`src/rtl/spd_pkg.sv`:
```
// ----------------------------------------------------------------------------
// spd_pkg
// Shared types and constants of the sensor packet deframer.
// ----------------------------------------------------------------------------
package spd_pkg;

	localparam int MAX_PAYLOAD = 256;
	localparam int POS_CAP     = 12 + MAX_PAYLOAD;
	localparam int POS_W       = $clog2(POS_CAP + 1);
	localparam int TDATA_W     = 48;

	// configuration register indexes
	localparam logic CFG_START_CODE  = 1'b0;
	localparam logic CFG_DEVICE_ADDR = 1'b1;

	localparam logic [15:0] START_CODE_RST  = 16'hEF01;
	localparam logic [31:0] DEVICE_ADDR_RST = 32'hFFFF_FFFF;

	// frame status codes
	localparam logic [1:0] ST_OK        = 2'd0;
	localparam logic [1:0] ST_TIMEOUT   = 2'd1;
	localparam logic [1:0] ST_BAD_PKT   = 2'd2;
	localparam logic [1:0] ST_WRONG_RSP = 2'd3;

	// packet type codes
	localparam logic [7:0] TYPE_CMD      = 8'h01;
	localparam logic [7:0] TYPE_DATA     = 8'h02;
	localparam logic [7:0] TYPE_ACK      = 8'h07;
	localparam logic [7:0] TYPE_END_DATA = 8'h08;

	// byte positions within a frame
	localparam logic [POS_W-1:0] POS_SC_HI   = POS_W'(0);
	localparam logic [POS_W-1:0] POS_SC_LO   = POS_W'(1);
	localparam logic [POS_W-1:0] POS_ADDR0   = POS_W'(2);
	localparam logic [POS_W-1:0] POS_ADDR1   = POS_W'(3);
	localparam logic [POS_W-1:0] POS_ADDR2   = POS_W'(4);
	localparam logic [POS_W-1:0] POS_ADDR3   = POS_W'(5);
	localparam logic [POS_W-1:0] POS_TYPE    = POS_W'(6);
	localparam logic [POS_W-1:0] POS_LEN_HI  = POS_W'(7);
	localparam logic [POS_W-1:0] POS_LEN_LO  = POS_W'(8);
	localparam logic [POS_W-1:0] POS_CONFIRM = POS_W'(9);
	localparam logic [POS_W-1:0] POS_DATA    = POS_W'(10);
	localparam logic [POS_W-1:0] POS_MAX     = POS_W'(POS_CAP);

	localparam logic [15:0] LEN_OVERHEAD = 16'd3;
	localparam logic [15:0] LEN_MAX      = 16'(MAX_PAYLOAD + 3);

	typedef struct packed {
		logic       valid;
		logic       kind;
		logic [7:0] data_byte;
		logic [7:0] data_index;
		logic [1:0] status;
		logic [7:0] frame_type;
		logic [7:0] confirm_code;
		logic [8:0] payload_length;
		logic       last;
	} spd_result_t;

	function automatic logic len_ok(input logic [15:0] len);
		return (len >= LEN_OVERHEAD) && (len <= LEN_MAX);
	endfunction

endpackage

```
`src/rtl/sensor_packet_deframer_top.sv`:
```
// ----------------------------------------------------------------------------
// sensor_packet_deframer_top
// Response packet deframer for a serial sensor module.
// ----------------------------------------------------------------------------
// Slave stream: tdata = received byte, tuser = 1 marks a receive window close
// (tdata then ignored). Master stream: one transaction per payload byte
// (tuser 0) and one status transaction per window close (tuser 1, tlast 1).
// A result appears on the master side in the cycle after the slave
// transaction that causes it. Throughput: one byte per cycle unless the
// master stalls; each byte is decoded combinationally from frame state.
// Header, unknown-type, length and checksum bytes produce no result.
// A stalled receiver holds the result register; s_tready stays high while
// the register is empty or is being drained in the same cycle.
// Reset clears the frame state, empties the result register and restores
// start code 0xEF01 and address 0xFFFFFFFF. Config writes (cfg_we) take
// effect at the next edge and are expected only while the block is idle.
// ----------------------------------------------------------------------------
module sensor_packet_deframer_top (
	input  logic                        clk,
	input  logic                        arst_n,
	input  logic                        cfg_we,
	input  logic                        cfg_index,
	input  logic [31:0]                 cfg_wdata,
	input  logic                        s_tvalid,
	output logic                        s_tready,
	// rx_byte
	input  logic [7:0]                  s_tdata,
	// opcode
	input  logic                        s_tuser,
	output logic                        m_tvalid,
	input  logic                        m_tready,
	// data_byte, data_index, status, frame_type, confirm_code, payload_length
	output logic [spd_pkg::TDATA_W-1:0] m_tdata,
	// result_kind
	output logic                        m_tuser,
	output logic                        m_tlast
);
	import spd_pkg::*;

	spd_result_t res;
	logic        in_fire;

	assign in_fire = s_tvalid && s_tready;

	spd_parser u_parser (
		.clk       (clk),
		.arst_n    (arst_n),
		.cfg_we    (cfg_we),
		.cfg_index (cfg_index),
		.cfg_wdata (cfg_wdata),
		.in_fire   (in_fire),
		.opcode    (s_tuser),
		.rx_byte   (s_tdata),
		.res       (res)
	);

	spd_out_stage u_out (
		.clk      (clk),
		.arst_n   (arst_n),
		.res      (res),
		.take_ok  (s_tready),
		.m_tvalid (m_tvalid),
		.m_tready (m_tready),
		.m_tdata  (m_tdata),
		.m_tuser  (m_tuser),
		.m_tlast  (m_tlast)
	);

endmodule

```
`src/rtl/spd_parser.sv`:
```
// ----------------------------------------------------------------------------
// spd_parser
// Frame state, configuration registers and per-byte decode.
// ----------------------------------------------------------------------------
module spd_parser (
	input  logic                clk,
	input  logic                arst_n,
	input  logic                cfg_we,
	input  logic                cfg_index,
	input  logic [31:0]         cfg_wdata,
	input  logic                in_fire,
	input  logic                opcode,
	input  logic [7:0]          rx_byte,
	output spd_pkg::spd_result_t res
);
	import spd_pkg::*;

	logic [15:0]      start_code_q;
	logic [31:0]      dev_addr_q;
	logic [POS_W-1:0] pos_q, pos_d;
	logic             seen_q, seen_d;
	logic [1:0]       verdict_q, verdict_d;
	logic             fin_q, fin_d;
	logic [7:0]       kind_q, kind_d;
	logic [15:0]      len_q, len_d;
	logic [7:0]       conf_q, conf_d;
	logic [15:0]      sum_q, sum_d;
	logic [7:0]       rcv_hi_q, rcv_hi_d;

	logic [15:0] n16, k16, len_new, rcv_sum, sum_add;
	logic [7:0]  addr_exp;
	logic [1:0]  close_status;

	assign n16     = len_q - LEN_OVERHEAD;
	assign k16     = 16'(pos_q) - 16'(POS_DATA);
	assign len_new = {len_q[15:8], rx_byte};
	assign rcv_sum = {rcv_hi_q, rx_byte};
	assign sum_add = sum_q + 16'(rx_byte);

	always_comb begin
		case (pos_q)
			POS_ADDR0: addr_exp = dev_addr_q[31:24];
			POS_ADDR1: addr_exp = dev_addr_q[23:16];
			POS_ADDR2: addr_exp = dev_addr_q[15:8];
			default:   addr_exp = dev_addr_q[7:0];
		endcase
	end

	always_comb begin
		if (!seen_q) begin
			close_status = ST_TIMEOUT;
		end else if (pos_q < POS_DATA) begin
			close_status = ST_BAD_PKT;
		end else if (verdict_q != ST_OK) begin
			close_status = verdict_q;
		end else if (!fin_q) begin
			close_status = ST_BAD_PKT;
		end else begin
			close_status = ST_OK;
		end
	end

	always_comb begin
		pos_d     = pos_q;
		seen_d    = seen_q;
		verdict_d = verdict_q;
		fin_d     = fin_q;
		kind_d    = kind_q;
		len_d     = len_q;
		conf_d    = conf_q;
		sum_d     = sum_q;
		rcv_hi_d  = rcv_hi_q;

		res                = '0;
		res.frame_type     = kind_q;
		res.confirm_code   = conf_q;

		if (in_fire && opcode) begin
			res.valid  = 1'b1;
			res.kind   = 1'b1;
			res.status = close_status;
			res.last   = 1'b1;
			if (verdict_q == ST_OK && pos_q > POS_LEN_LO && len_ok(len_q)) begin
				res.payload_length = n16[8:0];
			end
			pos_d     = '0;
			seen_d    = 1'b0;
			verdict_d = ST_OK;
			fin_d     = 1'b0;
			kind_d    = '0;
			len_d     = '0;
			conf_d    = '0;
			sum_d     = '0;
			rcv_hi_d  = '0;
		end else if (in_fire) begin
			seen_d = 1'b1;
			if (pos_q < POS_MAX) begin
				pos_d = pos_q + POS_W'(1);
			end
			if (verdict_q == ST_OK && !fin_q) begin
				case (pos_q)
					POS_SC_HI: begin
						if (rx_byte != start_code_q[15:8]) verdict_d = ST_BAD_PKT;
					end
					POS_SC_LO: begin
						if (rx_byte != start_code_q[7:0]) verdict_d = ST_BAD_PKT;
					end
					POS_ADDR0, POS_ADDR1, POS_ADDR2, POS_ADDR3: begin
						if (rx_byte != addr_exp) verdict_d = ST_BAD_PKT;
					end
					POS_TYPE: begin
						if (rx_byte inside {TYPE_CMD, TYPE_DATA, TYPE_ACK, TYPE_END_DATA}) begin
							kind_d = rx_byte;
							sum_d  = 16'(rx_byte);
						end else begin
							verdict_d = ST_WRONG_RSP;
						end
					end
					POS_LEN_HI: begin
						len_d = {rx_byte, 8'h00};
						sum_d = sum_add;
					end
					POS_LEN_LO: begin
						len_d = len_new;
						sum_d = sum_add;
						if (len_new == '0) begin
							verdict_d = ST_WRONG_RSP;
						end else if (!len_ok(len_new)) begin
							verdict_d = ST_BAD_PKT;
						end
					end
					POS_CONFIRM: begin
						conf_d = rx_byte;
						sum_d  = sum_add;
					end
					default: begin
						if (k16 < n16) begin
							sum_d              = sum_add;
							res.valid          = 1'b1;
							res.data_byte      = rx_byte;
							res.data_index     = 8'(n16 - 16'd1 - k16);
							res.payload_length = n16[8:0];
						end else if (k16 == n16) begin
							rcv_hi_d = rx_byte;
						end else begin
							fin_d = 1'b1;
							if ((n16 != '0 && rcv_sum == '0) || rcv_sum != sum_q) begin
								verdict_d = ST_BAD_PKT;
							end
						end
					end
				endcase
			end
		end
	end

	always_ff @(posedge clk or negedge arst_n) begin
		if (!arst_n) begin
			start_code_q <= START_CODE_RST;
			dev_addr_q   <= DEVICE_ADDR_RST;
			pos_q        <= '0;
			seen_q       <= 1'b0;
			verdict_q    <= ST_OK;
			fin_q        <= 1'b0;
			kind_q       <= '0;
			len_q        <= '0;
			conf_q       <= '0;
			sum_q        <= '0;
			rcv_hi_q     <= '0;
		end else begin
			if (cfg_we) begin
				case (cfg_index)
					CFG_START_CODE:  start_code_q <= cfg_wdata[15:0];
					CFG_DEVICE_ADDR: dev_addr_q   <= cfg_wdata;
					default:         ;
				endcase
			end
			pos_q     <= pos_d;
			seen_q    <= seen_d;
			verdict_q <= verdict_d;
			fin_q     <= fin_d;
			kind_q    <= kind_d;
			len_q     <= len_d;
			conf_q    <= conf_d;
			sum_q     <= sum_d;
			rcv_hi_q  <= rcv_hi_d;
		end
	end

endmodule

```
`src/rtl/spd_out_stage.sv`:
```
// ----------------------------------------------------------------------------
// spd_out_stage
// Result register feeding the master stream.
// ----------------------------------------------------------------------------
module spd_out_stage (
	input  logic                        clk,
	input  logic                        arst_n,
	input  spd_pkg::spd_result_t        res,
	output logic                        take_ok,
	output logic                        m_tvalid,
	input  logic                        m_tready,
	// data_byte, data_index, status, frame_type, confirm_code, payload_length
	output logic [spd_pkg::TDATA_W-1:0] m_tdata,
	// result_kind
	output logic                        m_tuser,
	output logic                        m_tlast
);
	import spd_pkg::*;

	spd_result_t res_q;
	logic        valid_q;

	assign take_ok  = !valid_q || m_tready;
	assign m_tvalid = valid_q;
	assign m_tuser  = res_q.kind;
	assign m_tlast  = res_q.last;
	assign m_tdata  = {5'b0, res_q.payload_length, res_q.confirm_code, res_q.frame_type,
		res_q.status, res_q.data_index, res_q.data_byte};

	always_ff @(posedge clk or negedge arst_n) begin
		if (!arst_n) begin
			valid_q <= 1'b0;
		end else if (res.valid) begin
			valid_q <= 1'b1;
		end else if (m_tready) begin
			valid_q <= 1'b0;
		end
	end

	always_ff @(posedge clk) begin
		if (res.valid) begin
			res_q <= res;
		end
	end

endmodule

```
`config.mk`:
```
export PLATFORM = sky130hd
export DESIGN_NAME = sensor_packet_deframer_top
export DESIGN_NICKNAME = d
export VERILOG_FILES = /design/src/rtl/spd_pkg.sv /design/src/rtl/sensor_packet_deframer_top.sv /design/src/rtl/spd_parser.sv /design/src/rtl/spd_out_stage.sv
export SDC_FILE = /design/constraint.sdc
export NUM_CORES = 1
export LEC_CHECK = 0
export ABC_AREA = 1
export BUFFER_PORTS_ARGS = -buffer_cell sky130_fd_sc_hd__buf_2
export CAP_MARGIN = 30
export CORE_ASPECT_RATIO = 1.1
export CORE_UTILIZATION = 55
export CTS_BUF_LIST = sky130_fd_sc_hd__clkbuf_8
export DETAILED_ROUTE_END_ITERATION = 8
export PLACE_DENSITY = 0.76
export SLEW_MARGIN = 0
export SYNTH_ARGS = -nofsm -noshare
export SYNTH_HDL_FRONTEND = slang
export SYNTH_SLANG_ARGS = --single-unit
```
`constraint.sdc`:
```
create_clock -name clk -period 4.1 [get_ports clk]
set_input_delay 0 -clock clk [delete_from_list [all_inputs] [get_ports clk]]
set_output_delay 0 -clock clk [all_outputs]
set_load 0.005 [all_outputs]
```
# == Word level (Yosys, flattened, before mapping) ==
# Cells that the tools add are included.
# totals
register_bits,162
in_bits,47
output_inout_bits,52
wordCells,188
# op_classes
add_sub_neg,6
magnitude_cmp,8
n_eq_ne,32
mux,68
n_bitwise,4
reduce_logical,49
# op_table
cell,count
$mux 16,8
$mux 8,15
$mux 9,9
$pmux 16 s3,1
$eq 9x3->1 const B,4
$ge 16x2->1 const B,2
$le 16x9->1 const B,2
$logic_not 16->1,2
$pmux 16 s2,1
$mux 2,15
$ne 8x8->1,3
$pmux 8 s3,1
$reduce_bool 2->1,10
$eq 9x2->1 const B,2
$eq 9x4->1 const B,2
$mux 1,17
$add 16x8->16,1
$eq 16x16->1,1
$lt 16x16->1,1
$ne 16x16->1,1
$reduce_bool 16->1,1
$sub 16x2->16 const B,1
$reduce_and 5->1,3
$ne 7x6->1 const B,2
other kinds (36),62

# == Depth between registers and ports, before layout ==
# Gate-level depths: netlist of run 1.
# depth
word_depth,11
ltp_mapped,23
depth_no_buf,23

# == Hierarchy ==
# Synthesis of run 1 repeated with hierarchy kept, for this count alone.
# hier_totals
cells_unflattened,1097
hier_area_um2,9168.8
# modules_own_cells
module,instances,cells_per_inst,area_per_inst_um2
spd_parser,1,1039,7723.7
spd_out_stage,1,56,1437.6
sensor_packet_deframer_top,1,2,7.5

# == Worst setup path before layout of run 1 ==
# OpenSTA, ideal clock, no wires.
# synth_timing
kind,register to register
start,register u_parser.pos_q[1]
end,register u_out.res_q (netlist bit u_out.m_tdata[34]) (data pin)
setup_ns,0.152
arrival_ns,4.277
path_slack_ns,-0.329
path_stages_with_launch,18
path_buffers,0
period_less_slack_ns,4.429
cell_sequence,dfrtp_1 -> inv_1 -> ha_1 -> or2_2 -> nand2_1 -> nor3_1 -> ha_1 -> nand4_1 -> inv_1 -> nand2_1 -> nor2_1 -> a211oi_1 -> nand2_1 -> nor2_1 -> inv_1 -> o21ai_2 -> nand2_2 -> nor2_1
# synth_rtl
element,line_no,rtl
start: declaration,spd_parser.sv:20,"logic [POS_W-1:0] pos_q, pos_d;"
start signal: assignment,spd_parser.sv:178,pos_q <= pos_d;
end signal: assignment,spd_out_stage.sv:42,res_q <= res;
end: declaration,spd_out_stage.sv:20,spd_result_t res_q;

==> flow_results.xml, run 1 <==
<?xml version="1.0" encoding="UTF-8"?>
<metrics>
  <group name="hold_path">
    <metric name="path_type_of_the_worst_min_delay_path" unit="">input pin to flop</metric>
    <metric name="worst_hold_path.num_cells" unit="">3</metric>
    <metric name="min_delay_worst_endpoint" unit="">u_parser.rcv_hi_q[7]</metric>
    <metric name="min-delay-start" unit="">s_tdata[7]</metric>
  </group>
  <group name="timing">
    <metric name="fin_skew" unit="ns">0.0125</metric>
    <metric name="slew_headroom" unit="%">42.0</metric>
    <metric name="timing.hold.ws" unit="ns">0.0280</metric>
    <metric name="timing.final.hold_violations" unit="">0</metric>
    <metric name="min_period_over_period" unit="%">91.2</metric>
    <metric name="max_freq" unit="GHz">0.267</metric>
    <metric name="timing_max_transition_violations_final" unit="">0</metric>
    <metric name="grt_setup_unrepaired" unit="">false</metric>
    <metric name="setup_viol" unit="">0</metric>
    <metric name="tightestPinTransition" unit="ns">0.867</metric>
    <metric name="final_total_negative_setup_slack" unit="ns">0</metric>
    <metric name="finalWorstSetupSlack" unit="ns">0.359</metric>
    <metric name="period_needed" unit="ns">3.74</metric>
  </group>
  <group name="routing">
    <metric name="post_detailed_route_wirelength_per_cell" unit="um">15.8</metric>
    <metric name="routed_via_density" unit="">5.44</metric>
    <metric name="final_antenna_net_count" unit="">0</metric>
    <metric name="route.vias.total" unit="">7777</metric>
    <metric name="drc_errors" unit="">6</metric>
    <metric name="wirelength" unit="mm">22.6</metric>
    <metric name="detailedRoute.firstPassIterationCount" unit="">8</metric>
    <metric name="drtIter0Drc" unit="">727</metric>
  </group>
  <group name="die">
    <metric name="placementRows" unit="">49</metric>
    <metric name="top_level_ports" unit="">99</metric>
    <metric name="initial_core_util" unit="%">56.5</metric>
    <metric name="fp.dieArea" unit="sq um">17300</metric>
    <metric name="floorplan.core_area" unit="sq um">16400</metric>
    <metric name="die_width" unit="um">126</metric>
    <metric name="dieHeight" unit="um">138</metric>
  </group>
  <group name="critical_path">
    <metric name="startpoint_type" unit="">flop</metric>
    <metric name="crit_type" unit="">flop to flop</metric>
    <metric name="crit-reg2reg-capture" unit="">u_out.m_tdata[39]</metric>
    <metric name="worst_setup_path_end_kind" unit="">flop</metric>
    <metric name="ff2ff_path_depth" unit="">17</metric>
    <metric name="timing.reg2reg.setup_slack" unit="ns">0.36</metric>
    <metric name="timing.critical_path.fanout_max" unit="">46</metric>
    <metric name="critical_path.reg2reg.startpoint" unit="">u_parser.pos_q[1]</metric>
    <metric name="worstPathRequired" unit="ns">4.44</metric>
    <metric name="critical_path_arrival" unit="ns">4.08</metric>
  </group>
  <group name="yosys">
    <metric name="yosysWarnings" unit="">0</metric>
    <metric name="synth-seq-cells" unit="">162</metric>
    <metric name="synth-async-reset-ratio" unit="%">72.8</metric>
    <metric name="synth.lib_cells_used.distinct" unit="">59</metric>
    <metric name="synth_sequential_area_ratio" unit="%">46.8</metric>
    <metric name="syn_inst" unit="">1078</metric>
    <metric name="synth_edf_count" unit="">44</metric>
    <metric name="syn_area_per_cell" unit="sq um">8.58</metric>
    <metric name="flip_flop_cell_with_the_highest_count_after_synthesis" unit="">sky130_fd_sc_hd__dfrtp_1</metric>
    <metric name="synthesis.area" unit="sq um">9250</metric>
  </group>
  <group name="cts">
    <metric name="clock_pin_slew_on_the_worst_setup_and_hold_paths" unit="ns">0.09</metric>
    <metric name="max-clock-path-buffers" unit="">2</metric>
    <metric name="tritoncts.num_buffers" unit="">17</metric>
    <metric name="clock_tree.root_cell" unit="">sky130_fd_sc_hd__clkbuf_8</metric>
    <metric name="tritoncts_clock_tree" unit="">done</metric>
    <metric name="htree_num_levels" unit="">4</metric>
    <metric name="insertion_delay" unit="ns">0.48</metric>
    <metric name="cts.sinks" unit="">162</metric>
  </group>
  <group name="pwr">
    <metric name="total_leakage_power" unit="nW">5.28</metric>
    <metric name="power.ir.vdd_worst" unit="mV">0.258</metric>
    <metric name="total_power" unit="mW">6.13</metric>
    <metric name="power.density_cell_area" unit="nW/um^2">570</metric>
  </group>
  <group name="cells_and_area">
    <metric name="finish.net_count" unit="">1300</metric>
    <metric name="layout.cells.non_filler" unit="">1429</metric>
    <metric name="num_antenna_cells" unit="">0</metric>
    <metric name="syn2layout_area_growth" unit="%">16.3</metric>
    <metric name="layout-drive-gt1-share" unit="%">20.2</metric>
  </group>
  <group name="global_routing">
    <metric name="groute.usage.overall" unit="%">27.6</metric>
    <metric name="grt_pass1_vias" unit="">7421</metric>
    <metric name="grt_max_degree" unit="">77</metric>
    <metric name="grt_pass1_wl" unit="mm">36.9</metric>
    <metric name="grt_overflow" unit="">0</metric>
    <metric name="grt_antenna_before_repair" unit="">0</metric>
  </group>
  <group name="status">
    <metric name="failed_checks" unit="">design-rule violations</metric>
    <metric name="outcome" unit="">complete, but fails checks</metric>
  </group>
  <group name="placement">
    <metric name="place_worst_setup_slack" unit="ns">0.0398</metric>
    <metric name="dp.cells" unit="">1352</metric>
    <metric name="placement.io_buffers" unit="">93</metric>
    <metric name="place.detailed.hpwl" unit="mm">16.3</metric>
    <metric name="globalplace.congestion" unit="">0.917</metric>
  </group>
  <group name="flow_run">
    <metric name="max_cap_viol_count" unit="">0</metric>
  </group>
</metrics>
==> layer usage <==
metal  up-vias  track usage (%)  wire length, um
met1      3647             34.7             9620
met3        50             3.86             1110
met4         0             10.7              544
met5         -                0                0
met2       259             48.6            11300
li1       3821                -                -
==> cell usage in the layout (no fill, tap or decap), types with 12 or more instances in the layout <==
master,Yosys,final
sky130_fd_sc_hd__nand3_1,72,72
sky130_fd_sc_hd__inv_1,125,125
sky130_fd_sc_hd__clkbuf_8,0,17
sky130_fd_sc_hd__xnor2_1,12,12
sky130_fd_sc_hd__mux2_2,12,12
sky130_fd_sc_hd__a21oi_1,50,50
sky130_fd_sc_hd__dfrtp_1,78,78
sky130_fd_sc_hd__xor2_1,22,22
sky130_fd_sc_hd__nand4_1,19,19
sky130_fd_sc_hd__buf_2,5,92
sky130_fd_sc_hd__dlygate4sd3_1,0,44
sky130_fd_sc_hd__o21ai_0,70,70
sky130_fd_sc_hd__nand2_1,232,232
sky130_fd_sc_hd__edfxtp_1,44,44
sky130_fd_sc_hd__dfstp_2,40,40
sky130_fd_sc_hd__ha_1,39,39
sky130_fd_sc_hd__nor2_1,105,105
==> power by group <==
part / total (mW) / switching, mW / internal [mW]
combinational: 2.65 / 1.68 / 0.964
sequential: 2.30 / 0.207 / 2.10
clock: 1.18 / 0.717 / 0.460
==> state kept, by name, summed over array words and instances, names as in the netlist, 8 cells and up <==
register	flops
u_out.m_tdata	43
u_parser.conf_q	8
u_parser.dev_addr_q	32
u_parser.kind_q	8
u_parser.len_q	16
u_parser.pos_q	9
u_parser.rcv_hi_q	8
u_parser.start_code_q	16
u_parser.sum_q	16
==> what timing repair did <==
| item | 4_1_cts | 5_1_grt |
|---|---|---|
| endpoints found under the setup margin | 1 | 11 |
| gates resized for setup | 1 | 1 |
| hold endpoints to repair | 129 | 6 |
| buffers inserted | 0 | 0 |
| hold buffers | 43 | 1 |
| gates cloned | 0 | 0 |
==> stage by stage <==
| step | instance area (sq um) | util [%] |
|---|---|---|
| final | 10800 | 65.7 |
| after global routing | 10800 | 65.7 |
| after CTS | 10700 | 65.4 |
| after detailed placement | 9880 | 60.4 |
| after global placement | 9850 | 60.2 |
| after floorplan | 9270 | - |
==> synthesized netlist by cell type, types with 2 or more instances <==
master,number,area share [%]
sky130_fd_sc_hd__o2111ai_1,2,0.19
sky130_fd_sc_hd__nand2_4,4,0.49
sky130_fd_sc_hd__a211oi_1,2,0.16
sky130_fd_sc_hd__clkbuf_2,2,0.11
sky130_fd_sc_hd__buf_2,5,0.27
sky130_fd_sc_hd__inv_2,8,0.32
sky130_fd_sc_hd__edfxtp_1,44,14
sky130_fd_sc_hd__nor3_1,10,0.54
sky130_fd_sc_hd__nor2_4,8,0.97
sky130_fd_sc_hd__nand2_1,232,9.4
sky130_fd_sc_hd__nor4_1,10,0.68
sky130_fd_sc_hd__a21oi_1,50,2.7
sky130_fd_sc_hd__o21ai_2,10,0.95
sky130_fd_sc_hd__xnor2_1,12,1.1
sky130_fd_sc_hd__dfrtp_1,78,21
sky130_fd_sc_hd__inv_1,125,5.1
sky130_fd_sc_hd__mux2_2,12,1.5
sky130_fd_sc_hd__xor2_1,22,2.1
sky130_fd_sc_hd__fa_1,2,0.43
sky130_fd_sc_hd__nand2_2,10,0.68
sky130_fd_sc_hd__and3_1,2,0.14
sky130_fd_sc_hd__o22ai_1,10,0.68
sky130_fd_sc_hd__ha_1,39,5.3
sky130_fd_sc_hd__o21ai_0,70,3.8
sky130_fd_sc_hd__nand4_1,19,1.3
sky130_fd_sc_hd__a31oi_1,4,0.27
sky130_fd_sc_hd__buf_6,4,0.49
sky130_fd_sc_hd__or2_2,3,0.20
sky130_fd_sc_hd__o41ai_2,2,0.35
sky130_fd_sc_hd__nor3_2,4,0.43
sky130_fd_sc_hd__dfstp_2,40,11
sky130_fd_sc_hd__buf_4,6,0.49
sky130_fd_sc_hd__nor2_2,4,0.27
sky130_fd_sc_hd__buf_1,2,0.081
sky130_fd_sc_hd__nor2_1,105,4.3
sky130_fd_sc_hd__nand2_8,2,0.43
sky130_fd_sc_hd__clkbuf_1,15,0.61
sky130_fd_sc_hd__o211ai_1,3,0.24
sky130_fd_sc_hd__o21ai_1,5,0.27
sky130_fd_sc_hd__nand3_1,72,3.9
==> cell families after synthesis <==
group	synth area share (%)
and+or+nand+nor	24.3
buffers and inverters	7.79
AOI/OAI and AO/OA	10.7
muxes	1.46
xor gates and xnor gates	3.22
DFF	46.8
adders and majority gates	5.71
other	0.0406
==> worst max-delay path by stage <==
stage,end,slack [ns],startpoint,depth (start not counted)
6_report,u_out.m_tdata[39],0.36,u_parser.pos_q[1],17
5_1_grt,u_out.m_tdata[42],0.02,u_parser.pos_q[1],17
2_1_floorplan,u_out.m_tdata[34],0.14,u_parser.pos_q[1],17
3_3_place_gp,u_out.m_tdata[42],0.19,u_parser.pos_q[1],18
3_5_place_dp,u_out.m_tdata[42],0.04,u_parser.pos_q[1],18
4_1_cts,u_out.m_tdata[39],0.34,u_parser.pos_q[1],18
==> area by class of cell <==
type                       count  area, sq um
fill                        1369         5620
sequential                   162         4320
multi-input combinational    750         4240
timing repair buffer         146         1030
inverter                     135          517
tap                          204          255
clock buffer                  17          234
clock inverter                15          158
==> critical path: stages, from the launching register on <==
cell and delay [ns]:
sky130_fd_sc_hd__dfrtp_1 0.50, sky130_fd_sc_hd__inv_1 0.21, sky130_fd_sc_hd__ha_1 0.25, sky130_fd_sc_hd__or2_2 0.31, sky130_fd_sc_hd__nand2_1 0.14, sky130_fd_sc_hd__nor2_1 0.07
sky130_fd_sc_hd__xor2_1 0.16, sky130_fd_sc_hd__ha_1 0.36, sky130_fd_sc_hd__a21oi_1 0.18, sky130_fd_sc_hd__nor2_1 0.06, sky130_fd_sc_hd__a211oi_1 0.23, sky130_fd_sc_hd__nand2_1 0.19
sky130_fd_sc_hd__nor2_1 0.12, sky130_fd_sc_hd__inv_1 0.08, sky130_fd_sc_hd__o21ai_4 0.14, sky130_fd_sc_hd__buf_12 0.26, sky130_fd_sc_hd__nand2_2 0.17, sky130_fd_sc_hd__nor2_1 0.13
(Power assumes the default switching activity.)
==> run 2, diff against run 1 <==
--- a/config.mk
+++ b/config.mk
@@ -16,4 +16,5 @@
 export SLEW_MARGIN = 0
 export SYNTH_ARGS = -nofsm -noshare
 export SYNTH_HDL_FRONTEND = slang
+export SYNTH_HIERARCHICAL = 1
 export SYNTH_SLANG_ARGS = --single-unit
==> run 2 against run 1 <==
Non-clock buffer count fell by 5. The flow now finishes without violations. Sequential power shrank 3%. Synthesized cell count up 1.8%. Hold slack better by 0.060 ns. Clock skew down 0.0015 ns. First-iteration DRC count shrank 11%. Critical path depth decreased by 3. Sequential share of layout area rose by 0.81 points. Combinational power fell by 4%. Global-route usage fell by 0.37 points. Largest cell class unchanged. Power down 3.2%.
==> flow_results.xml, run 2 <==
<?xml version="1.0" encoding="UTF-8"?>
<metrics>
  <group name="cts">
    <metric name="cts.sinks" unit="">163</metric>
    <metric name="htree_num_levels" unit="">4</metric>
    <metric name="post_cts_buffers" unit="">0</metric>
    <metric name="max-clock-path-buffers" unit="">2</metric>
    <metric name="tritoncts_clock_tree" unit="">done</metric>
    <metric name="insertion_delay" unit="ns">0.47</metric>
    <metric name="clock_tree.root_cell" unit="">sky130_fd_sc_hd__clkbuf_8</metric>
    <metric name="tritoncts.num_buffers" unit="">17</metric>
    <metric name="clock_pin_slew_on_the_worst_setup_and_hold_paths" unit="ns">0.10</metric>
  </group>
  <group name="yosys">
    <metric name="flip_flop_cell_with_the_highest_count_after_synthesis" unit="">sky130_fd_sc_hd__dfrtp_1</metric>
    <metric name="synth_sequential_area_ratio" unit="%">47.5</metric>
    <metric name="post_synth_mux_area_share" unit="%">0.983</metric>
    <metric name="synthAdderAreaFrac" unit="%">5.76</metric>
    <metric name="synth.lib_cells_used.distinct" unit="">49</metric>
    <metric name="syn_area_per_cell" unit="sq um">8.36</metric>
    <metric name="syn_inst" unit="">1097</metric>
    <metric name="largest_family_of_logic_cells_by_synthesized_area" unit="">simple AND/OR/NAND/NOR gates</metric>
    <metric name="synthSimpleGateAreaFrac" unit="%">23.7</metric>
    <metric name="yosys-top-cells-count" unit="">sky130_fd_sc_hd__nand2_1, sky130_fd_sc_hd__nor2_1, sky130_fd_sc_hd__inv_1, sky130_fd_sc_hd__dfrtp_1, sky130_fd_sc_hd__a21oi_1</metric>
    <metric name="synth-seq-cells" unit="">163</metric>
    <metric name="synth_edf_count" unit="">45</metric>
    <metric name="most_frequent_cell_after_synthesis" unit="">sky130_fd_sc_hd__nand2_1</metric>
    <metric name="post-synth-top-area-fraction" unit="%">21.3</metric>
    <metric name="yosysWarnings" unit="">6</metric>
    <metric name="synth-async-reset-ratio" unit="%">72.4</metric>
    <metric name="synth_xor_xnor_area_share" unit="%">3.34</metric>
    <metric name="synthesis.area" unit="sq um">9170</metric>
    <metric name="compound_gate_fraction_of_synth_area" unit="%">11.2</metric>
    <metric name="synth_area_leader_cell" unit="">sky130_fd_sc_hd__dfrtp_1</metric>
    <metric name="synth_top_cells_by_area" unit="">sky130_fd_sc_hd__dfrtp_1, sky130_fd_sc_hd__edfxtp_1, sky130_fd_sc_hd__dfstp_2</metric>
  </group>
  <group name="global_routing">
    <metric name="grt_antenna_before_repair" unit="">0</metric>
    <metric name="grt_pass1_wl" unit="mm">36.4</metric>
    <metric name="grt_max_degree" unit="">51</metric>
    <metric name="groute.usage.overall" unit="%">27.2</metric>
    <metric name="grt_overflow" unit="">0</metric>
    <metric name="grt_pass1_vias" unit="">7498</metric>
  </group>
  <group name="die">
    <metric name="top_level_ports" unit="">99</metric>
    <metric name="floorplan.core_area" unit="sq um">16300</metric>
    <metric name="die_width" unit="um">125</metric>
    <metric name="dieHeight" unit="um">137</metric>
    <metric name="initial_core_util" unit="%">56.2</metric>
    <metric name="placementRows" unit="">49</metric>
    <metric name="fp.dieArea" unit="sq um">17200</metric>
  </group>
  <group name="status">
    <metric name="outcome" unit="">finished clean</metric>
  </group>
  <group name="routing">
    <metric name="drc_errors" unit="">0</metric>
    <metric name="drtIter0Drc" unit="">649</metric>
    <metric name="final_antenna_net_count" unit="">0</metric>
    <metric name="detailedRoute.firstPassIterationCount" unit="">8</metric>
    <metric name="routed_via_density" unit="">5.45</metric>
    <metric name="post_detailed_route_wirelength_per_cell" unit="um">15.5</metric>
    <metric name="route.vias.total" unit="">7899</metric>
    <metric name="wirelength" unit="mm">22.4</metric>
  </group>
  <group name="timing">
    <metric name="setup_viol" unit="">0</metric>
    <metric name="timing_max_transition_violations_final" unit="">0</metric>
    <metric name="grt_setup_unrepaired" unit="">false</metric>
    <metric name="final_total_negative_setup_slack" unit="ns">0</metric>
    <metric name="timing.hold.ws" unit="ns">0.0882</metric>
    <metric name="min_period_over_period" unit="%">92.6</metric>
    <metric name="fin_skew" unit="ns">0.0110</metric>
    <metric name="slew_headroom" unit="%">40.0</metric>
    <metric name="timing.final.hold_violations" unit="">0</metric>
    <metric name="max_freq" unit="GHz">0.263</metric>
    <metric name="tightestPinTransition" unit="ns">0.895</metric>
    <metric name="period_needed" unit="ns">3.80</metric>
  </group>
  <group name="pwr">
    <metric name="swShare" unit="%">42.5</metric>
    <metric name="power.ir.vdd_worst" unit="mV">0.224</metric>
    <metric name="power.density_cell_area" unit="nW/um^2">559</metric>
    <metric name="total_leakage_power" unit="nW">5.10</metric>
    <metric name="total_power" unit="mW">5.93</metric>
    <metric name="power_frac_comb" unit="%">42.9</metric>
    <metric name="switchingPower" unit="mW">2.52</metric>
    <metric name="sequentialPowerShare" unit="%">37.5</metric>
    <metric name="power.clock.fraction" unit="%">19.6</metric>
    <metric name="p_int" unit="mW">3.41</metric>
  </group>
  <group name="cells_and_area">
    <metric name="finalCoreUtilization" unit="%">65.1</metric>
    <metric name="final_common_cell" unit="">sky130_fd_sc_hd__nand2_1</metric>
    <metric name="largest_register_ffs" unit="">43</metric>
    <metric name="num_antenna_cells" unit="">0</metric>
    <metric name="syn2layout_area_growth" unit="%">15.7</metric>
    <metric name="most_used_cells_in_the_layout_excluding_fill_and_tap_cells" unit="">sky130_fd_sc_hd__nand2_1, sky130_fd_sc_hd__nor2_1, sky130_fd_sc_hd__inv_1, sky130_fd_sc_hd__buf_2, sky130_fd_sc_hd__dfrtp_1</metric>
    <metric name="layout-drive-gt1-share" unit="%">18.3</metric>
    <metric name="layout.cells.non_filler" unit="">1449</metric>
    <metric name="finish.net_count" unit="">1320</metric>
  </group>
  <group name="critical_path">
    <metric name="cell_type_of_the_slowest_stage_on_the_worst_timing_path" unit="">sky130_fd_sc_hd__dfrtp_1</metric>
    <metric name="timing.critical_path.fanout_max" unit="">26</metric>
    <metric name="startpoint_type" unit="">flop</metric>
    <metric name="worstPathRequired" unit="ns">4.29</metric>
    <metric name="crit_path_frequent_cell" unit="">sky130_fd_sc_hd__nor2_1</metric>
    <metric name="crit_type" unit="">flop to flop</metric>
    <metric name="critical_path_arrival" unit="ns">3.98</metric>
    <metric name="critical-path-max-stage-delay" unit="ns">0.45</metric>
    <metric name="worstPathCellList" unit="">inv_1 -&gt; ha_1 -&gt; nor2_1 -&gt; nor2_1 -&gt; inv_1 -&gt; nor2_1 -&gt; ha_1 -&gt; a21oi_1 -&gt; o21ai_0 -&gt; a21oi_1 -&gt; nand2_1 -&gt; nor3_2 -&gt; or2_4 -&gt; buf_12</metric>
    <metric name="kind_of_cell_adding_the_most_delay_to_the_critical_path" unit="">simple AND/OR/NAND/NOR gates</metric>
    <metric name="critical_path.n_buffers_inverters" unit="">3</metric>
    <metric name="worst_setup_path_end_kind" unit="">flop</metric>
  </group>
  <group name="placement">
    <metric name="globalplace.congestion" unit="">0.936</metric>
    <metric name="placement.io_buffers" unit="">93</metric>
    <metric name="dp.cells" unit="">1380</metric>
    <metric name="place.detailed.hpwl" unit="mm">16.3</metric>
  </group>
  <group name="flow_run">
    <metric name="max_cap_viol_count" unit="">0</metric>
  </group>
  <group name="hold_path">
    <metric name="path_type_of_the_worst_min_delay_path" unit="">input pin to asynchronous set/reset pin</metric>
  </group>
</metrics>
-- run 2: changes by cell type in the layout (fill, tap and decap cells not counted), moves of 7 or more --
| cell | previous run | this run |
|---|---|---|
| sky130_fd_sc_hd__inv_1 | 125 | 135 |
| sky130_fd_sc_hd__o21ai_2 | 9 | 1 |
| sky130_fd_sc_hd__nand3_1 | 72 | 57 |
| sky130_fd_sc_hd__nor2_1 | 105 | 153 |
| sky130_fd_sc_hd__a21oi_1 | 50 | 73 |
| sky130_fd_sc_hd__dlygate4sd3_1 | 44 | 37 |
| sky130_fd_sc_hd__nand2_1 | 232 | 206 |
-- run 2: layout make-up --
cell class                      instances  area (sq um)
Fill cell                            1375          5700
Sequential cell                       163          4350
Multi-Input combinational cell        767          4140
Inverter                              142           533
Clock buffer                           17           234
Clock inverter                         15           160
Tap cell                              204           255
Timing Repair Buffer                  141           933
-- run 2: worst paths after layout --
check                                    from                       to  slack, ns  cells past startpoint
hold / removal                         arst_n       u_parser/kind_q[6]       0.09                      2
setup reg to reg            u_parser/pos_q[1]        u_out/m_tdata[30]       0.30                     14
setup / recovery            u_parser/pos_q[1]        u_out/m_tdata[30]       0.30                     14
hold reg to reg            u_parser/conf_q[5]        u_out/m_tdata[31]       0.45                      0
min in group clk                   s_tdata[5]         u_out/m_tdata[5]       0.10                      3
max in group asynchronous              arst_n  u_parser/dev_addr_q[18]       3.03                      3
-- run 2: repair_timing --
item | CTS | global route
hold endpoints to repair | 102 | 0
gates resized for setup | 0 | 0
hold buffers | 37 | 0
-- run 2: layer usage --
metal	share of wire [%]	track usage (%)
met1	43	33.8
met2	48	46.6
met3	5.6	4.16
met4	3.6	14.2
met5	0	0
-- run 2: cells by family (layout without fill, tap and decap cells) --
logic type	count (synthesis)	in the layout
other cells	1	5
buf+inv	171	315
simple gates	489	489
mux	8	8
fa+ha+maj	41	41
xor+xnor	35	35
compound gates	189	189
flops	163	163
-- run 2: power groups by stage --
| stage | Combinational, mW | Clock [mW] | Sequential (mW) |
|---|---|---|---|
| 2_1_floorplan | 1.89 | 0 | 2.19 |
| 3_3_place_gp | 2.43 | 0 | 2.24 |
| 3_5_place_dp | 2.47 | 0 | 2.25 |
| 4_1_cts | 2.52 | 1.19 | 2.22 |
| 5_1_grt | 2.90 | 1.24 | 2.26 |
| 6_report | 2.54 | 1.16 | 2.23 |
-- run 2: per-stage QoR --
stage | setup WS, ns | cell area, sq um
2_1_floorplan | 0.798 | 9180
3_3_place_gp | 0.527 | 9840
3_5_place_dp | 0.355 | 9850
4_1_cts | 0.341 | 10600
5_1_grt | 0.0505 | 10600
6_report | 0.304 | 10600
==> run 3, diff against run 2 <==
--- a/config.mk
+++ b/config.mk
@@ -8,7 +8,6 @@
 export ABC_AREA = 1
 export BUFFER_PORTS_ARGS = -buffer_cell sky130_fd_sc_hd__buf_2
 export CAP_MARGIN = 30
-export CORE_ASPECT_RATIO = 1.1
 export CORE_UTILIZATION = 55
 export CTS_BUF_LIST = sky130_fd_sc_hd__clkbuf_8
 export DETAILED_ROUTE_END_ITERATION = 8
==> run 3 against run 2 <==
Final cell count increased by 0.97%. Hold slack better by 0.0096 ns. Non-clock buffer count grew 2. Routed wire length rose by 0.67%. Die area hardly changed. Clock power increased by 9%. Power grew 1.6%. Utilization increased by 1.6 points. Via count increased by 0.20%. Sequential cell count unchanged. Critical endpoint is now u_out/m_tdata[7]. Largest power group unchanged.
==> flow_results.xml, run 3 (synthesized netlist as in run 2, its figures left out) <==
<?xml version="1.0" encoding="UTF-8"?>
<metrics>
  <group name="status">
    <metric name="outcome" unit="">finished clean</metric>
  </group>
  <group name="pwr">
    <metric name="total_power" unit="mW">6.03</metric>
    <metric name="total_leakage_power" unit="nW">5.14</metric>
    <metric name="power.density_cell_area" unit="nW/um^2">563</metric>
    <metric name="power.ir.vdd_worst" unit="mV">0.279</metric>
  </group>
  <group name="timing">
    <metric name="fin_skew" unit="ns">0.0120</metric>
    <metric name="final_total_negative_setup_slack" unit="ns">0</metric>
    <metric name="tightestPinTransition" unit="ns">0.939</metric>
    <metric name="timing_max_transition_violations_final" unit="">0</metric>
    <metric name="slew_headroom" unit="%">37.0</metric>
    <metric name="max_freq" unit="GHz">0.278</metric>
    <metric name="timing.final.hold_violations" unit="">0</metric>
    <metric name="setup_viol" unit="">0</metric>
    <metric name="period_needed" unit="ns">3.59</metric>
    <metric name="min_period_over_period" unit="%">87.6</metric>
    <metric name="grt_setup_unrepaired" unit="">false</metric>
  </group>
  <group name="cts">
    <metric name="clock_tree.root_cell" unit="">sky130_fd_sc_hd__clkbuf_8</metric>
    <metric name="cts.sinks" unit="">163</metric>
    <metric name="post_cts_buffers" unit="">0</metric>
    <metric name="htree_num_levels" unit="">4</metric>
    <metric name="insertion_delay" unit="ns">0.47</metric>
    <metric name="max-clock-path-buffers" unit="">2</metric>
    <metric name="clock_pin_slew_on_the_worst_setup_and_hold_paths" unit="ns">0.10</metric>
    <metric name="tritoncts_clock_tree" unit="">done</metric>
    <metric name="tritoncts.num_buffers" unit="">17</metric>
  </group>
  <group name="placement">
    <metric name="globalplace.congestion" unit="">0.919</metric>
    <metric name="detailed_place.area" unit="sq um">9900</metric>
    <metric name="place.detailed.hpwl" unit="mm">16.3</metric>
    <metric name="placement.io_buffers" unit="">93</metric>
  </group>
  <group name="critical_path">
    <metric name="critical_path.n_buffers_inverters" unit="">5</metric>
    <metric name="crit_type" unit="">flop to flop</metric>
    <metric name="timing.critical_path.fanout_max" unit="">23</metric>
    <metric name="worstPathCellList" unit="">inv_1 -&gt; ha_1 -&gt; nor2_1 -&gt; nor2_1 -&gt; inv_1 -&gt; nor2_2 -&gt; ha_1 -&gt; nand2_1 -&gt; inv_1 -&gt; nand3_1 -&gt; inv_1 -&gt; a21oi_1 -&gt; nand2_1 -&gt; nor3_2 -&gt; or2_4 -&gt; buf_4</metric>
    <metric name="startpoint_type" unit="">flop</metric>
    <metric name="critical-path-max-stage-delay" unit="ns">0.44</metric>
    <metric name="cell_type_of_the_slowest_stage_on_the_worst_timing_path" unit="">sky130_fd_sc_hd__dfrtp_1</metric>
    <metric name="crit_path_frequent_cell" unit="">sky130_fd_sc_hd__inv_1</metric>
    <metric name="timing.reg2reg.setup_slack" unit="ns">0.51</metric>
    <metric name="ff2ff_path_depth" unit="">16</metric>
    <metric name="worst_setup_path_end_kind" unit="">flop</metric>
    <metric name="critical_path_arrival" unit="ns">3.78</metric>
    <metric name="critical_path_depth" unit="">16</metric>
    <metric name="kind_of_cell_adding_the_most_delay_to_the_critical_path" unit="">simple AND/OR/NAND/NOR gates</metric>
    <metric name="worstPathRequired" unit="ns">4.28</metric>
  </group>
  <group name="global_routing">
    <metric name="grt_overflow" unit="">0</metric>
    <metric name="grt_antenna_before_repair" unit="">0</metric>
    <metric name="grt_pass1_wl" unit="mm">37.6</metric>
    <metric name="grt_pass1_vias" unit="">7552</metric>
    <metric name="grt_max_degree" unit="">64</metric>
    <metric name="groute.usage.overall" unit="%">27.8</metric>
  </group>
  <group name="cells_and_area">
    <metric name="largest_register_ffs" unit="">43</metric>
    <metric name="most_used_cells_in_the_layout_excluding_fill_and_tap_cells" unit="">sky130_fd_sc_hd__nand2_1, sky130_fd_sc_hd__nor2_1, sky130_fd_sc_hd__inv_1, sky130_fd_sc_hd__buf_2, sky130_fd_sc_hd__dfrtp_1</metric>
    <metric name="layout.cell_area.non_filler" unit="sq um">10700</metric>
    <metric name="final_common_cell" unit="">sky130_fd_sc_hd__nand2_1</metric>
    <metric name="num_antenna_cells" unit="">0</metric>
    <metric name="finalCoreUtilization" unit="%">66.7</metric>
    <metric name="layout-drive-gt1-share" unit="%">18.4</metric>
    <metric name="syn2layout_area_growth" unit="%">16.7</metric>
    <metric name="finish.net_count" unit="">1322</metric>
  </group>
  <group name="routing">
    <metric name="routed_via_density" unit="">5.41</metric>
    <metric name="drc_errors" unit="">0</metric>
    <metric name="wirelength" unit="mm">22.6</metric>
    <metric name="drtIter0Drc" unit="">682</metric>
    <metric name="detailedRoute.firstPassIterationCount" unit="">5</metric>
    <metric name="post_detailed_route_wirelength_per_cell" unit="um">15.4</metric>
    <metric name="final_antenna_net_count" unit="">0</metric>
    <metric name="route.vias.total" unit="">7915</metric>
  </group>
  <group name="die">
    <metric name="fp.dieArea" unit="sq um">17200</metric>
    <metric name="floorplan.core_area" unit="sq um">16100</metric>
    <metric name="placementRows" unit="">46</metric>
    <metric name="die_width" unit="um">131</metric>
    <metric name="initial_core_util" unit="%">57.1</metric>
    <metric name="top_level_ports" unit="">99</metric>
    <metric name="dieHeight" unit="um">131</metric>
  </group>
  <group name="hold_path">
    <metric name="path_type_of_the_worst_min_delay_path" unit="">input pin to asynchronous set/reset pin</metric>
  </group>
  <group name="flow_run">
    <metric name="max_cap_viol_count" unit="">0</metric>
  </group>
</metrics>
run 3: cell count changes in the layout (fill, tap and decap cells not counted):
cell / change
sky130_fd_sc_hd__clkinv_1: +1
sky130_fd_sc_hd__clkinv_4: -1
sky130_fd_sc_hd__inv_6: +3
sky130_fd_sc_hd__buf_8: +1
sky130_fd_sc_hd__dlygate4sd3_1: +1
sky130_fd_sc_hd__clkinv_8: -3
sky130_fd_sc_hd__buf_4: -1
sky130_fd_sc_hd__inv_8: -3
sky130_fd_sc_hd__buf_16: +1
sky130_fd_sc_hd__bufinv_16: +3
sky130_fd_sc_hd__nor2_1: -1
sky130_fd_sc_hd__nor2_2: +1
run 3: repair_timing:
| action | in CTS | in global routing |
|---|---|---|
| gates resized for setup | 0 | 1 |
| endpoints found under the hold margin | 138 | 0 |
| hold buffers | 38 | 0 |
| endpoints found under the setup margin | 0 | 34 |
run 3: metrics by stage:
step / hold slack, ns / worst slack [ns] / instances
finish: 0.0978 / 0.507 / 1463
global route: 0.0662 / 0.0991 / 1463
global placement: 0.232 / 0.567 / 1391
detailed placement: -0.0866 / 0.405 / 1393
CTS: 0.0611 / 0.388 / 1463
floorplan: -0.296 / 0.798 / 1101
run 3: per-layer routing:
metal	routed length [um]	vias up	global-route usage [%]	share of wire [%]
li1	-	3864	-	-
met1	9850	3736	36.7	44
met2	10900	273	45.6	48
met3	1240	42	4.63	5.5
met4	558	0	11.0	2.5
met5	0	-	0	0
run 3: power breakdown:
group          total [mW]  switching [mW]  internal (mW)
Sequential           2.23           0.214           2.01
Combinational        2.54            1.61          0.930
Clock                1.26           0.647          0.618
run 3: final timing paths:
kind                               startpoint                     end
min in group clk                   s_tdata[2]        u_out/m_tdata[2]
hold reg to reg            u_parser/kind_q[4]       u_out/m_tdata[22]
max in group asynchronous              arst_n       u_parser/sum_q[6]
setup reg to reg            u_parser/pos_q[1]        u_out/m_tdata[7]
hold / removal                         arst_n  u_parser/dev_addr_q[7]
setup / recovery            u_parser/pos_q[1]        u_out/m_tdata[7]
run 3: area by class of cell:
| cell class | instances | area, sq um |
|---|---|---|
| Fill cell | 1324 | 5360 |
| Sequential cell | 163 | 4350 |
| Multi-Input combinational cell | 767 | 4140 |
| Timing Repair Buffer | 143 | 978 |
| Inverter | 142 | 533 |
| Tap cell | 216 | 270 |
| Clock buffer | 17 | 234 |
| Clock inverter | 15 | 189 |
